**config.mk**
```make
export PLATFORM = sky130hd
export DESIGN_NAME = sorted_event_priority_queue
export DESIGN_NICKNAME = d
export VERILOG_FILES = /design/src/hw/rtl/sepq_pkg.sv /design/src/hw/rtl/sepq_cell.sv /design/src/hw/rtl/sorted_event_priority_queue.sv
export SDC_FILE = /design/constraint.sdc
export NUM_CORES = 2
export LEC_CHECK = 0
export BUFFER_PORTS_ARGS = -buffer_cell sky130_fd_sc_hd__buf_4
export CAP_MARGIN = 20
export CORE_MARGIN = 2
export CORE_UTILIZATION = 60
export CTS_CLUSTER_DIAMETER = 120
export CTS_CLUSTER_SIZE = 14
export DETAILED_ROUTE_END_ITERATION = 8
export PLACE_DENSITY = 0.81
export RECOVER_POWER = 100
export SLEW_MARGIN = 30
export SYNTH_ARGS = -nofsm -noshare
export SYNTH_HDL_FRONTEND = slang
export SYNTH_SLANG_ARGS = --single-unit
export TNS_END_PERCENT = 50
```
**constraint.sdc**
```tcl
create_clock -name i_clk -period 9.3 [get_ports i_clk]
set_clock_uncertainty 0.15 [all_clocks]
set_input_delay 0.465 -clock i_clk [delete_from_list [all_inputs] [get_ports i_clk]]
set_output_delay 0.465 -clock i_clk [all_outputs]
set_load 0.02 [all_outputs]
```
**src/hw/rtl/sepq_pkg.sv**
```systemverilog
package sepq_pkg;

    localparam int CAPACITY = 16;
    localparam int COUNT_W  = 5;

    localparam logic [1:0] OP_INSERT = 2'd0;
    localparam logic [1:0] OP_PEEK   = 2'd1;
    localparam logic [1:0] OP_POP    = 2'd2;

    localparam logic [1:0] ST_OK    = 2'd0;
    localparam logic [1:0] ST_EMPTY = 2'd1;
    localparam logic [1:0] ST_FULL  = 2'd2;

    localparam logic [COUNT_W-1:0] COUNT_FULL = COUNT_W'(CAPACITY);

    typedef struct packed {
        logic [1:0]  op;
        logic [31:0] event_time;
        logic [15:0] event_id;
    } t_request;

    typedef struct packed {
        logic [1:0]         status;
        logic [31:0]        head_time;
        logic [15:0]        head_id;
        logic [COUNT_W-1:0] count;
    } t_result;

    typedef struct packed {
        logic [31:0] ev_time;
        logic [15:0] ev_id;
    } t_entry;

    typedef struct packed {
        logic   ins;
        logic   pop;
        t_entry key;
    } t_cell_ctl;

endpackage

```
**src/hw/rtl/sepq_cell.sv**
```systemverilog
module sepq_cell (
    input  logic               i_clk,
    input  sepq_pkg::t_cell_ctl i_ctl,
    input  logic               i_occ,
    input  logic               i_left_gt,
    input  sepq_pkg::t_entry   i_left_entry,
    input  sepq_pkg::t_entry   i_right_entry,
    output sepq_pkg::t_entry   o_entry,
    output logic               o_gt
);
    import sepq_pkg::*;

    t_entry r_entry;
    t_entry n_entry;

    // An empty cell orders after any key, so the first free cell always fills on an insert.
    assign o_gt = !i_occ || ({r_entry.ev_time, r_entry.ev_id} >
                             {i_ctl.key.ev_time, i_ctl.key.ev_id});
    assign o_entry = r_entry;

    always_comb begin
        n_entry = r_entry;
        if (i_ctl.ins && o_gt) begin
            n_entry = i_left_gt ? i_left_entry : i_ctl.key;
        end else if (i_ctl.pop) begin
            n_entry = i_right_entry;
        end
    end

    always_ff @(posedge i_clk) begin
        r_entry <= n_entry;
    end

endmodule

```
**src/hw/rtl/sorted_event_priority_queue.sv**
```systemverilog
// Sorted priority queue of up to sixteen events, ordered by time and then by id.
// Each request (insert, peek or pop) is taken when start is high and busy is
// low; busy then stays high while the row of cells compares every held entry
// with the request at once and shifts in place, and the result appears on the
// following cycle with o_strobe high for exactly one cycle. No new request is
// taken while busy is high. The receiver cannot stall the result, so it must
// capture it in the strobe cycle. An insert into a full queue returns the full
// status, and a peek or pop of an empty queue returns the empty status; head
// fields are zero unless a peek succeeds.
module sorted_event_priority_queue (
    input  logic               i_clk,
    input  logic               i_rst_n,
    input  logic               start,
    input  sepq_pkg::t_request i_req,
    output logic               busy,
    output logic               o_strobe,
    output sepq_pkg::t_result  o_result
);
    import sepq_pkg::*;

    logic               r_busy;
    t_request           r_req;
    logic [COUNT_W-1:0] r_count;
    logic [COUNT_W-1:0] n_count;
    logic               r_strobe;
    t_result            r_result;
    t_result            n_result;
    t_cell_ctl          cell_ctl;
    t_entry             entry   [CAPACITY];
    logic               gt      [CAPACITY];

    assign cell_ctl.ins = r_busy && (r_req.op == OP_INSERT) && (r_count != COUNT_FULL);
    assign cell_ctl.pop = r_busy && (r_req.op == OP_POP) && (r_count != '0);
    assign cell_ctl.key.ev_time = r_req.event_time;
    assign cell_ctl.key.ev_id   = r_req.event_id;

    genvar gi;
    generate
        for (gi = 0; gi < CAPACITY; gi++) begin : g_cell
            logic   left_gt;
            t_entry left_entry;
            t_entry right_entry;
            if (gi == 0) begin : g_first
                assign left_gt    = 1'b0;
                assign left_entry = entry[gi];
            end else begin : g_mid
                assign left_gt    = gt[gi-1];
                assign left_entry = entry[gi-1];
            end
            if (gi == CAPACITY - 1) begin : g_last
                assign right_entry = entry[gi];
            end else begin : g_inner
                assign right_entry = entry[gi+1];
            end
            sepq_cell u_cell (
                .i_clk         (i_clk),
                .i_ctl         (cell_ctl),
                .i_occ         (COUNT_W'(gi) < r_count),
                .i_left_gt     (left_gt),
                .i_left_entry  (left_entry),
                .i_right_entry (right_entry),
                .o_entry       (entry[gi]),
                .o_gt          (gt[gi])
            );
        end
    endgenerate

    always_comb begin
        n_count  = r_count;
        n_result = '0;
        case (r_req.op)
            OP_INSERT: begin
                if (r_count == COUNT_FULL) begin
                    n_result.status = ST_FULL;
                end else begin
                    n_count = r_count + 1'b1;
                end
            end
            OP_PEEK: begin
                if (r_count == '0) begin
                    n_result.status = ST_EMPTY;
                end else begin
                    n_result.head_time = entry[0].ev_time;
                    n_result.head_id   = entry[0].ev_id;
                end
            end
            OP_POP: begin
                if (r_count == '0) begin
                    n_result.status = ST_EMPTY;
                end else begin
                    n_count = r_count - 1'b1;
                end
            end
            default: begin
                n_result.status = ST_OK;
            end
        endcase
        n_result.count = n_count;
    end

    always_ff @(posedge i_clk) begin
        if (!i_rst_n) begin
            r_busy   <= 1'b0;
            r_strobe <= 1'b0;
            r_count  <= '0;
        end else begin
            r_strobe <= r_busy;
            if (r_busy) begin
                r_busy  <= 1'b0;
                r_count <= n_count;
            end else if (start) begin
                r_busy <= 1'b1;
            end
        end
    end

    always_ff @(posedge i_clk) begin
        if (start && !r_busy) begin
            r_req <= i_req;
        end
        if (r_busy) begin
            r_result <= n_result;
        end
    end

    assign busy     = r_busy;
    assign o_strobe = r_strobe;
    assign o_result = r_result;

endmodule

```
==> impl_metrics.env <==
export IMPL_outcome="finished with violations"
export IMPL_failed_checks="DRC, capacitance limit, slew limit"
export IMPL_endpoint="g_cell[2].u_cell.o_entry[43]"
export IMPL_grt_max_degree=98
export IMPL_regArea_um2=26360
export IMPL_clk_pin_slew_ns=0.07
export IMPL_syn_inst=7357
export IMPL_ios=110
export IMPL_maxCapViolCount=35
export IMPL_power_density_nw_per_um2=124.2
export IMPL_ys_warn_count=0
export IMPL_yosys_cell_types_count=74
export IMPL_core_um2=114300
export IMPL_die_height_um=343.5
export IMPL_nets=7938
export IMPL_tns_ns=0
export IMPL_via_count=64650
export IMPL_reg2reg_from="cell_ctl[9]"
export IMPL_finalSetupViolCount=0
export IMPL_insertion_delay_ns=0.71
export IMPL_h_tree_depth=3
export IMPL_drt_initial_drc_count=10770
export IMPL_synth_area_top_cells="edfxtp_1, ha_1, mux2_2, a31oi_1, nand2_1"
export IMPL_cts_tree="yes"
export IMPL_period_share=0.8833
export IMPL_critPathLaunchType="flop"
export IMPL_async_flop_share=0
export IMPL_rsz0062_at_grt="no"
export IMPL_wire_per_inst_um=28.62
export IMPL_period_needed_ns=8.215
export IMPL_hold_viol_final=0
export IMPL_yosys_cell_count_top_type="edfxtp_1"
export IMPL_r2r_cells=13
export IMPL_die_area_um2=118000
export IMPL_portBuffers=109
export IMPL_gr_usage_all_layers=0.4071
export IMPL_drt_first_pass_iters=9
export IMPL_arrival_ns=8.50
export IMPL_r2r_slack_ns=1.08
export IMPL_required_ns=9.58
export IMPL_routed_wl_mm=246.9
export IMPL_hpwl_mm=169.7
export IMPL_synth_seq_cells=880
export IMPL_avgSynthCellArea_um2=9.399
export IMPL_cts_root_buffer="clkbuf_16"
export IMPL_drive_gt1_frac=0.09711
export IMPL_p_leak_nw=28.95
export IMPL_nFillCells=9290
export IMPL_drc=1
export IMPL_synthTopCellsByCount="edfxtp_1, nand2_1, ha_1, nor2_1, a21oi_1"
export IMPL_fmax_mhz=121.7
export IMPL_setup_worst_path_class="reg -> reg"
export IMPL_rr_endpoint="g_cell[2].u_cell.o_entry[43]"
export IMPL_hp_class="in -> reg"
export IMPL_synthFlopType="edfxtp_1"
export IMPL_cp_max_fo=49
export IMPL_synth_enable_flop_cells=873
export IMPL_final_core_util=0.6403
export IMPL_max_vdd_ir_drop_mv=0.1565
export IMPL_synth_top_area_frac=0.3791
export IMPL_whs_ns=0.3501
export IMPL_synthesis_area_um2=69150
export IMPL_place_congestion=1.003
export IMPL_cts_path_max_buffers=3
export IMPL_synth_top_cell_by_area="edfxtp_1"
export IMPL_die_width_um=343.5
export IMPL_syn_nets=8185
export IMPL_antenna_found_initial=8
export IMPL_startpoint="cell_ctl[9]"
export IMPL_post_cts_buffers=0
export IMPL_grt_ovfl_total=0
export IMPL_cts_resized=0
export IMPL_row_count=124
export IMPL_slew_headroom=-1.853
export IMPL_floorplan_initialDensity=0.6048
export IMPL_area_delta_synth_final_pct=5.871
export IMPL_hold_depth=2
export IMPL_crit_path_end_kind="flop"
export IMPL_grt_pass1_wl_mm=371.7
export IMPL_report_final_slew_viol_count=1520
export IMPL_grt_pass1_vias=61550
export IMPL_viasPerCell=7.493
export IMPL_synth_yosys_seq_area_share=0.3811
export IMPL_hold_start="i_req[20]"
export IMPL_ant_nets=0
export IMPL_multi_input_area_um2=40080
export IMPL_clock_sinks=880
export IMPL_tightest_slew_ns=4.280
export IMPL_cts_made_buffers=72
==> sequential cells by signal (all words and copies together) (netlist names) <==
name and flops:
g_cell.u_cell.o_entry 768, o_result 55, cell_ctl 48, r_count 5
r_req 2, busy 1, o_strobe 1
==> worst max-delay path, cell delays in order, from the launching register on <==
cell       delay, ns
edfxtp_1        0.37
buf_4           0.25
inv_1           0.72
ha_1            0.39
a21o_1          0.18
nand3_1         0.07
a21oi_1         0.08
a211oi_1        0.82
a21oi_1         0.31
a2111oi_0       0.45
clkbuf_1        2.99
a211oi_4        0.09
buf_4           0.60
mux2_2          0.41
==> routing by layer <==
layer  vias to the layer above  wire length (um)  track usage
met4                        12             16440       0.2203
met5                         -                75    0.0008013
met2                      5174            107000       0.6171
met3                      1191             33090      0.09461
li1                      27920                 -            -
met1                     30350             90310       0.5407
==> what timing repair did <==
item,4_1_cts,5_1_grt
hold buffers,51,0
endpoints found under the setup margin,0,0
endpoints found under the hold margin,57,0
==> worst min-delay path by stage <==
stage	to	slack (ns)
6_report	cell_ctl[20]	0.35
5_1_grt	cell_ctl[16]	0.36
4_1_cts	cell_ctl[2]	0.20
3_5_place_dp	g_cell[14].u_cell.o_entry[45]	0.42
3_3_place_gp	g_cell[14].u_cell.o_entry[44]	0.41
2_1_floorplan	o_result[5]	0.40
==> power breakdown <==
| group | switching (W) | internal [W] | total, W |
|---|---|---|---|
| Clock | 0.00155 | 0.00140 | 0.00295 |
| Sequential | 0.000107 | 0.00447 | 0.00458 |
| Combinational | 0.00103 | 0.000542 | 0.00157 |
| Total | 0.00268 | 0.00641 | 0.00910 |
==> layout make-up <==
| cell class | count | share of cell area |
|---|---|---|
| Antenna cell | 1 | 0.00003418 |
| Multi-Input combinational cell | 5668 | 0.5475 |
| Inverter | 136 | 0.006973 |
| Timing Repair Buffer | 352 | 0.03437 |
| Clock inverter | 1 | 0.00005127 |
| Sequential cell | 880 | 0.3600 |
| Clock buffer | 79 | 0.02526 |
| Tap cell | 1512 | 0.02584 |
==> stage by stage <==
| step | power, W | worst slack [ns] | instance area, um^2 | instances |
|---|---|---|---|---|
| 5_1_grt | 0.009321 | 1.138 | 73210 | 8628 |
| 4_1_cts | 0.009015 | 2.733 | 73720 | 8625 |
| 2_1_floorplan | 0.005634 | 2.290 | 69150 | 7357 |
| 3_3_place_gp | 0.006081 | 2.943 | 71220 | 8490 |
| 3_5_place_dp | 0.006148 | 2.759 | 71360 | 8494 |
| 6_report | 0.009095 | 1.085 | 73210 | 8629 |
==> cells in the final DEF (no fill, tap or decap), types with 111 or more instances in the layout <==
cell type  count
nand2_1      829
ha_1         775
nor2_1       634
nand3_1      111
a221oi_1     118
a31oi_1      533
mux2_2       329
nand4_1      157
edfxtp_1     873
inv_1        135
and3_1       112
o21ai_0      143
a22oi_1      337
buf_4        160
a21oi_1      580
==> cells by family after synthesis <==
logic type	after synthesis	synth area share
compound gates	2304	0.2258
fa+ha+maj	775	0.1402
buf+inv	809	0.04565
mux	387	0.06204
flops	880	0.3811
simple gates	2200	0.1449
xor+xnor	2	0.0002534
No activity file was read; power rests on OpenSTA's default activity.
